**src/rtl/sparx64_128_block_encrypt_defines.svh**
```systemverilog
// Assertion macros shared by the SPARX-64/128 encryption RTL.
// No dependencies; the including module must provide clk and rst.
`ifndef SPARX64_128_BLOCK_ENCRYPT_DEFINES_SVH
`define SPARX64_128_BLOCK_ENCRYPT_DEFINES_SVH

// The consequent must hold in the same cycle as the antecedent.
`define SPX_ASSERT_SAME(lbl, ante, cons, msg) \
  lbl: assert property (@(posedge clk) disable iff (rst) (ante) |-> (cons)) else $error(msg);

// The consequent must hold in the cycle after the antecedent.
`define SPX_ASSERT_NEXT(lbl, ante, cons, msg) \
  lbl: assert property (@(posedge clk) disable iff (rst) (ante) |=> (cons)) else $error(msg);

`endif

```
**src/rtl/sparx_pkg.sv**
```systemverilog
// Types, constants and round functions for the SPARX-64/128 encryption pipeline.
// No dependencies.
package sparx_pkg;

  localparam int ROUNDS_DEFAULT = 8;
  localparam int KEYS_PER_ROUND = 6;
  // Highest table position that a load transaction can address.
  localparam int KEY_INDEX_MAX  = 63;

  localparam logic FUNC_LOAD    = 1'b0;
  localparam logic FUNC_ENCRYPT = 1'b1;

  // One transaction as it travels down the pipeline.
  typedef struct packed {
    logic        vld;
    logic        func;
    logic [5:0]  idx;
    logic [31:0] word;
    logic [63:0] data;
  } sparx_item_t;

  // Speck-32 style ARX box on one 32-bit branch; lo is the low half.
  function automatic logic [31:0] arx_box(input logic [31:0] x);
    logic [15:0] lo;
    logic [15:0] hi;
    lo = {x[6:0], x[15:7]};
    lo = lo + x[31:16];
    hi = {x[29:16], x[31:30]};
    hi = hi ^ lo;
    return {hi, lo};
  endfunction

  // Linear layer: x ^ rotl8(x) ^ rotr8(x).
  function automatic logic [31:0] lin_mix(input logic [31:0] x);
    return x ^ {x[23:0], x[31:24]} ^ {x[7:0], x[31:8]};
  endfunction

endpackage

```
**src/rtl/sparx_round.sv**
```systemverilog
// One SPARX round as a pipeline stage, holding its own six round-key words.
// Depends on sparx_pkg.
module sparx_round import sparx_pkg::*; #(
  parameter int KEY_BASE = 0
) (
  input  logic        clk,
  input  logic        rst,
  input  logic        en,
  input  sparx_item_t item_in,
  output sparx_item_t item_out
);

  logic [31:0] keys [KEYS_PER_ROUND];
  logic [31:0] rkey [KEYS_PER_ROUND];
  logic [KEYS_PER_ROUND-1:0] hit;
  logic [31:0] left_a, left_b, left_c;
  logic [31:0] right_a, right_b, right_c;
  logic [63:0] data_next;
  logic        vld;
  logic        func;
  logic [5:0]  idx;
  logic [31:0] word;
  logic [63:0] data;

  // A load transaction writes a key word of this round as it passes.
  always_comb begin
    for (int j = 0; j < KEYS_PER_ROUND; j++) begin
      hit[j] = item_in.vld && (item_in.func == FUNC_LOAD) &&
               ({1'b0, item_in.idx} == 7'(KEY_BASE + j));
    end
  end

  // Key positions beyond the loadable range read as zero.
  always_comb begin
    for (int j = 0; j < KEYS_PER_ROUND; j++) begin
      rkey[j] = (KEY_BASE + j > KEY_INDEX_MAX) ? 32'h0 : keys[j];
    end
  end

  // Three keyed ARX boxes on each branch, then the linear layer and swap.
  always_comb begin
    left_a    = arx_box(item_in.data[31:0] ^ rkey[0]);
    left_b    = arx_box(left_a ^ rkey[1]);
    left_c    = arx_box(left_b ^ rkey[2]);
    right_a   = arx_box(item_in.data[63:32] ^ rkey[3]);
    right_b   = arx_box(right_a ^ rkey[4]);
    right_c   = arx_box(right_b ^ rkey[5]);
    data_next = {left_c, right_c ^ lin_mix(left_c)};
  end

  always_ff @(posedge clk) begin
    if (rst) begin
      vld <= 1'b0;
    end else if (en) begin
      vld <= item_in.vld;
    end
  end

  always_ff @(posedge clk) begin
    if (en) begin
      func <= item_in.func;
      idx  <= item_in.idx;
      word <= item_in.word;
      data <= data_next;
      for (int j = 0; j < KEYS_PER_ROUND; j++) begin
        if (hit[j]) begin
          keys[j] <= item_in.word;
        end
      end
    end
  end

  assign item_out = '{vld: vld, func: func, idx: idx, word: word, data: data};

endmodule

```
**src/rtl/sparx64_128_block_encrypt.sv**
```systemverilog
// SPARX-64/128 encryption pipeline: one register stage per round, then whitening.
// An accepted encrypt transaction passes the round stages, then the output register, to its ciphertext.
// Throughput: one transaction per cycle while the output is not stalled; load transactions
// flow through the same stages and write each stage's own key words in order.
// Reset clears all valid bits; the key words are undefined until loaded.
// Depends on sparx_pkg, sparx_round and sparx64_128_block_encrypt_defines.svh.
`include "sparx64_128_block_encrypt_defines.svh"
module sparx64_128_block_encrypt import sparx_pkg::*; #(
  parameter int ROUNDS = ROUNDS_DEFAULT
) (
  input  logic        clk,
  input  logic        rst,
  input  logic        in_valid,
  output logic        in_stall,
  input  logic        func,
  input  logic [5:0]  key_index,
  input  logic [31:0] key_word,
  input  logic [63:0] plaintext,
  output logic        out_valid,
  input  logic        out_stall,
  output logic [63:0] ciphertext
);

  localparam int WHITE_BASE = KEYS_PER_ROUND * ROUNDS;

  sparx_item_t stage [ROUNDS+1];
  logic        en;
  logic        last_enc;
  logic [31:0] white_keys [2];
  logic [31:0] white_rd [2];

  // The whole pipeline holds while a result waits on a stalled output.
  assign en       = !(out_valid && out_stall);
  assign in_stall = !en;

  assign stage[0] = '{vld: in_valid, func: func, idx: key_index,
                      word: key_word, data: plaintext};

  // One stage per round.
  for (genvar r = 0; r < ROUNDS; r++) begin : g_round
    sparx_round #(.KEY_BASE(KEYS_PER_ROUND * r)) u_round (
      .clk(clk), .rst(rst), .en(en),
      .item_in(stage[r]), .item_out(stage[r+1])
    );
  end

  assign last_enc = stage[ROUNDS].vld && (stage[ROUNDS].func == FUNC_ENCRYPT);

  // Output register: only encrypt transactions give a result.
  always_ff @(posedge clk) begin
    if (rst) begin
      out_valid <= 1'b0;
    end else if (en) begin
      out_valid <= last_enc;
    end
  end

  // Whitening key positions beyond the loadable range read as zero.
  always_comb begin
    for (int j = 0; j < 2; j++) begin
      white_rd[j] = (WHITE_BASE + j > KEY_INDEX_MAX) ? 32'h0 : white_keys[j];
    end
  end

  // Post-whitening, and the two whitening key words loaded in passing.
  always_ff @(posedge clk) begin
    if (en) begin
      ciphertext <= {stage[ROUNDS].data[63:32] ^ white_rd[1],
                     stage[ROUNDS].data[31:0] ^ white_rd[0]};
      for (int j = 0; j < 2; j++) begin
        if (stage[ROUNDS].vld && (stage[ROUNDS].func == FUNC_LOAD) &&
            ({1'b0, stage[ROUNDS].idx} == 7'(WHITE_BASE + j))) begin
          white_keys[j] <= stage[ROUNDS].word;
        end
      end
    end
  end

  `SPX_ASSERT_NEXT(a_hold_last, !en, $stable(stage[ROUNDS]), "last stage moved while stalled")
  `SPX_ASSERT_NEXT(a_result_src, en && !last_enc, !out_valid, "result without encrypt")
  `SPX_ASSERT_SAME(a_stall_src, in_stall, out_valid, "input stalled with no pending result")

endmodule
```
**config.mk**
```make
export PLATFORM = sky130hd
export DESIGN_NAME = sparx64_128_block_encrypt
export DESIGN_NICKNAME = d
export VERILOG_FILES = /design/src/rtl/sparx_pkg.sv /design/src/rtl/sparx_round.sv /design/src/rtl/sparx64_128_block_encrypt.sv
export VERILOG_INCLUDE_DIRS = /design/src /design/src/rtl
export SDC_FILE = /design/constraint.sdc
export NUM_CORES = 2
export LEC_CHECK = 0
export ABC_CLOCK_PERIOD_IN_PS = 31700
export BUFFER_PORTS_ARGS = -buffer_cell sky130_fd_sc_hd__buf_2
export CAP_MARGIN = 10
export CORE_MARGIN = 4
export CORE_UTILIZATION = 50
export CTS_CLUSTER_DIAMETER = 60
export DETAILED_ROUTE_END_ITERATION = 8
export PLACE_DENSITY = 0.66
export SLEW_MARGIN = 10
export SYNTH_ARGS = -nofsm -noshare
export SYNTH_HDL_FRONTEND = slang
export SYNTH_SLANG_ARGS = --single-unit
```
**constraint.sdc**
```tcl
create_clock -name clk -period 31.7 [get_ports clk]
set_clock_uncertainty 0.15 [all_clocks]
set_input_delay 1.585 -clock clk [delete_from_list [all_inputs] [get_ports clk]]
set_output_delay 1.585 -clock clk [all_outputs]
set_load 0.1 [all_outputs]
```
## After elaboration in Yosys (flattened, before gate mapping)

Memories as Yosys holds them, arrays and structs flattened.
Cells that the tools add are included.

| storage, ports and cells | value |
|---|---|
| register bits | 897 |
| word-level logic and storage cells | 655 |
| input bits | 107 |
| memories kept | 9 |
| RAM bits | 1600 |

| operators by class | value |
|---|---|
| reductions and logical operators | 103 |
| bitwise operators | 131 |
| equality and inequality tests | 49 |
| add/sub/neg operators | 48 |
| multiplexer cells | 273 |

Memories:

| memory | words | width | rd ports | clocked after memory_dff | wr ports | line | RTL |
|---|---|---|---|---|---|---|---|
| g_round[0].u_round.keys | 6 | 32 | 6 | 0 | 1 | sparx_round.sv:13 | `logic [31:0] keys [KEYS_PER_ROUND];` |
| g_round[1].u_round.keys | 6 | 32 | 6 | 0 | 1 | sparx_round.sv:13 |  |
| g_round[2].u_round.keys | 6 | 32 | 6 | 0 | 1 | sparx_round.sv:13 |  |
| g_round[3].u_round.keys | 6 | 32 | 6 | 0 | 1 | sparx_round.sv:13 |  |
| g_round[4].u_round.keys | 6 | 32 | 6 | 0 | 1 | sparx_round.sv:13 |  |
| g_round[5].u_round.keys | 6 | 32 | 6 | 0 | 1 | sparx_round.sv:13 |  |
| +3 memories | n/a | n/a | n/a | n/a | n/a | n/a |  |

Operators by type and width:

| cell | count |
|---|---|
| 32-bit XOR | 74 |
| 32-bit two-way mux | 41 |
| 32-bit OR reduction | 41 |
| 16-bit adder | 48 |
| 16-bit XOR | 48 |
| 1-bit two-way mux | 192 |
| 3-bit two-way mux | 40 |
| 6-bit equality test (second input constant) | 18 |
| 6-bit by 5-bit equality test with 1-bit output (second input constant) | 16 |
| 1-bit logical AND | 61 |
| 6-bit by 4-bit equality test with 1-bit output (second input constant) | 8 |
| 6-bit by 3-bit equality test with 1-bit output (second input constant) | 4 |
| 6-bit by 2-bit equality test with 1-bit output (second input constant) | 2 |
| 1-bit NOT | 9 |
| 6-bit by 1-bit equality test with 1-bit output (second input constant) | 1 |
| 6-bit zero test | 1 |

## Longest topological paths before layout

| depth | value |
|---|---|
| word-level depth | 12 |
| mapped depth | 35 |
| mapped depth without buffers | 35 |

## By module

Synthesis repeated with hierarchy kept, for this count alone.

| unflattened totals | value |
|---|---|
| cell total of the unflattened synthesis | 9640 |
| area, all modules | 134056.1 µm² |

By module, submodules not included:

| module | sequential area each (µm²) | cells each | times used | area each (µm²) |
|---|---|---|---|---|
| sparx_round (g_round[6].u_round) | 8878.5 | 1201 | 1 | 16500.8 |
| sparx_round (g_round[3].u_round) | 8878.5 | 1199 | 1 | 16485.8 |
| sparx_round (g_round[0].u_round) | 8878.5 | 1182 | 1 | 16221.8 |
| sparx_round (g_round[4].u_round) | 8878.5 | 1194 | 1 | 16214.3 |
| sparx_round (g_round[5].u_round) | 8878.5 | 1182 | 1 | 16174.3 |
| sparx_round (g_round[2].u_round) | 8878.5 | 1163 | 1 | 16119.2 |
| sparx_round (g_round[1].u_round) | 8878.5 | 1152 | 1 | 15931.5 |
| sparx_round (g_round[7].u_round) | 8878.5 | 1164 | 1 | 15912.8 |
| sparx64_128_block_encrypt | 3863.7 | 203 | 1 | 4495.6 |

## Least setup slack after synthesis

No wires, ideal clock.

| path | value |
|---|---|
| path type | input -> register |
| from | in out_stall |
| to | reg ciphertext[0], enable pin |
| arrival time | 25.807 ns |
| required time | 29.951 ns |
| setup slack | 4.144 ns |
| path buffers | 1 |
| stages on the path | 2 |
| cells stage by stage | nand2_1 > clkbuf_1 |

| on the way | value |
|---|---|
| longest elaborated chain between the ends | 1 |

RTL lines:

| what | line | RTL |
|---|---|---|
| start, declared | sparx64_128_block_encrypt.sv:20 | `input logic out_stall,` |
| 1-bit logical AND | sparx64_128_block_encrypt.sv:33 | `assign en = !(out_valid && out_stall);` |
| end signal, assigned | sparx64_128_block_encrypt.sv:68 | `ciphertext <= {stage[ROUNDS].data[63:32] ^ white_rd[1],` |
| end, declared | sparx64_128_block_encrypt.sv:21 | `output logic [63:0] ciphertext` |

No other way between the ends.
A chain may end at the register's enable or synchronous reset.

==> out/summary.md <==
The tools report the final net count as 10950. The number of global-route vias before repair is 77530. The tools report the total nets after synthesis as 10430.

For the remaining antenna violation count, the log shows 0. From left edge to right edge, the die measures 521.2 um. The area share of the leading cell type in the synthesized netlist is 56.74%. The logs give 392100 um for the wire length reported by the detailed router and 63 for the number of antenna violations at the first check in global routing.

The root buffer selected by CTS was sky130_fd_sc_hd__clkbuf_16. The critical path in this run is classified as register to register. The count of endpoints failing hold in the final timing report was 0; the post-CTS clock slew at the launch and capture registers of the worst setup and hold paths was 0.06 ns. Synthesis inferred 2497 register bits. Total count of max-transition violations in the final report: 0. In this run the mean area of a mapped cell was 13.79 um^2. The run finished with clean final reports. The tools report the hold slack as 0.2600 ns. Summed over all nets, the half-perimeter wirelength after detailed placement is 294800 um. Entering global routing, the biggest net connects 79 pins. The largest stage delay on the critical path is 0.72 ns. The number of enable-type register cells in the synthesized netlist was 2488. The number of standard cells after synthesis is 9551. The tool flagged a number of max-cap violations equal to 0. The worst setup path is launched from a register. The cell at the slowest stage of the critical path is sky130_fd_sc_hd__o41ai_1. Counting distinct cell types in the post-synthesis netlist gives 99.

Measured along the y axis, the die boundary spans 521.2 um. By area the synthesized netlist is led by sky130_fd_sc_hd__edfxtp_1 57%, sky130_fd_sc_hd__xnor2_1 12%, sky130_fd_sc_hd__xor2_1 9.3%, sky130_fd_sc_hd__ha_1 6.8%, sky130_fd_sc_hd__a21oi_1 1.6%. The routed design could run at a clock period as short as 9.252 ns. The predominant post-synthesis flop cell is sky130_fd_sc_hd__edfxtp_1. For the pin with the worst max-slew slack, the measured transition is 1.330 ns.

Headroom to the max-slew limit came out at 10.67%. Post-CTS resize count: 0. For this run, the number of Yosys warnings is 0. The number of buffer and inverter stages on the critical path is 1. The logs give 0 for the number of post-CTS setup repair buffers and 50.21% for the initial core utilization. After detailed routing, the number of remaining DRC violations is 0.

TritonCTS built the clock tree. The share of post-route cells with drive strength above 1 is 7.775%. The top-level port count is 173, and the overall die area is 271600 um^2.

The remaining global-route overflow is 0, and the CTS sink count is 2497. The cell area that synthesis handed to floorplanning was 131700 um^2. Final clock period utilization by the worst path: 29.19%. Counting the buffers created by CTS gives 290. The layout-stage area growth over the synthesis result was 11.78%. The H-tree was split into 5 levels.

The count of routing violations after the opening detailed-route iteration is 8573, and the number of buffers on the longest clock path is 4. The worst setup path is captured at a register. The highest attainable clock frequency came out at 108.1 MHz.

The first global-routing pass estimated 554800 um of wire. The register area share after synthesis was 56.88%. The library cell with the highest instance count after synthesis was sky130_fd_sc_hd__edfxtp_1. The tools report the final non-filler cell total as 13830.

Sorting the synthesized cells by how often they occur yields 2488 x sky130_fd_sc_hd__edfxtp_1, 1872 x sky130_fd_sc_hd__xnor2_1, 1393 x sky130_fd_sc_hd__xor2_1. Global routing consumed, over all layers together, 28.38% of the routing resources. Setup repair after global routing left no endpoint under its margin. The number of hold buffers added after CTS was 0. In the routed layout, each cell is associated on average with a via count of 5.688.

Critical path data arrival time: 9.70 ns. The run gives 0 as the number of failing setup endpoints in the final timing report. After detailed routing, the average wire length per cell comes to 28.36 um. The total via count in the routed design is 78650, and the placer congestion estimate is 0.9412. The data required time of the critical path was 32.15 ns. The source-to-sink clock delay at the later pin of the worst-skew pair is 0.90 ns, and the count of input and output buffers is 172. The most numerous cell type found on the critical path is sky130_fd_sc_hd__a21oi_1. Library cell occupying the most area in the post-synthesis netlist: sky130_fd_sc_hd__edfxtp_1.

The floorplan has 188 rows. For this run, asynchronously set or reset flops after synthesis account for 0%. The number of iterations in the first detailed-routing pass was 6. Classification of the worst-slack hold path: register to register.

Broken down by cell family, the worst path's largest delay share belongs to compound AO/OA/AOI/OAI gates. The run gives 0 ns as the total negative slack. In this run the worst path has a maximum fanout of 4. Counting tap cells, the placed design contains a total of 13300 instances.

The core region is 262300 um^2.
==> sequential cells by signal, summed over array words and instances (netlist names) <==
signal,count
white_keys,64
g_round.u_round.idx,48
out_valid,1
ciphertext,64
g_round.u_round.word,256
g_round.u_round.func,8
g_round.u_round.keys,1536
g_round.u_round.data,512
g_round.u_round.vld,8
==> cell families (layout without fill, tap and decap cells) <==
family,after synthesis,after routing,share of synthesized area [%]
compound gates,1425,1425,7.026
xor+xnor,3358,3358,23.28
fa+ha+maj,768,768,7.571
buf+inv,326,1077,0.9312
flops,2497,2497,56.88
mux,8,8,0.06177
other cells,0,11,0
simple gates,1169,1169,4.257
==> cell usage in the layout, fill, tap and decap left out, drive strengths merged, types with 15 or more instances in the layout <==
master,n
a31oi,39
a21o,178
edfxtp,2488
clkinvlp,16
nor4,23
nand2b,36
clkinv,96
ha,720
a21boi,43
o21a,94
xnor2,1884
xnor3,64
clkbuf,343
nor3,116
or2,18
nor2,377
and2,28
xor2,1395
inv,346
nor2b,74
nand4,26
and3,28
o21ai,270
a211oi,55
a21oi,426
o31ai,21
o41ai,16
bufinv,28
nand3,72
fa,48
or3,37
nand2,268
a31o,16
o21bai,83
o211ai,40
xor3,15
buf,248
==> final timing paths <==
check	to	slack [ns]	startpoint	cells after the start
worst max-delay path	g_round[1].u_round.data[15]$_DFFE_PN_	22.45	g_round[1].u_round.keys[3][16]$_DFFE_PP_	32
worst min-delay path	g_round[4].u_round.idx[3]$_DFFE_PN_	0.26	g_round[3].u_round.idx[3]$_DFFE_PN_	0
worst max register to register	g_round[1].u_round.data[15]$_DFFE_PN_	22.45	g_round[1].u_round.keys[3][16]$_DFFE_PP_	32
worst min register to register	g_round[4].u_round.idx[3]$_DFFE_PN_	0.26	g_round[3].u_round.idx[3]$_DFFE_PN_	0
==> per-stage QoR <==
| stage | utilization (%) | worst slack [ns] | area (um^2) |
|---|---|---|---|
| global placement | 52.51 | 21.68 | 137700 |
| global route | 56.11 | 21.84 | 147200 |
| CTS | 56.11 | 22.64 | 147200 |
| finish | 56.12 | 22.45 | 147200 |
| floorplan | - | 4.144 | 131700 |
| detailed placement | 52.51 | 21.80 | 137700 |
==> area by class of cell <==
cell class                 count  area [um^2]
antenna                       11        27.53
clock buffer                 343         7592
clock inverter               178         1863
fill                       21100       115100
inverter                     308         1156
multi-input combinational   6728        55830
sequential                  2497        74890
tap                         3515         4398
timing repair buffer         248         1431
==> routing by layer <==
metal  track usage (%)  vias to the layer above  routed length (um)  part of all wire, %
met5                 0                        -                   0                    0
met1             41.20                    39340              170500                   43
met4             8.164                        0               12060                  3.1
met3             3.726                      564               29700                  7.6
li1                  -                    35530                   -                    -
met2             44.87                     3223              179900                   46
Power is not shown: default switching activity piles up to over one toggle a cycle in this logic, so the estimate is an artifact.
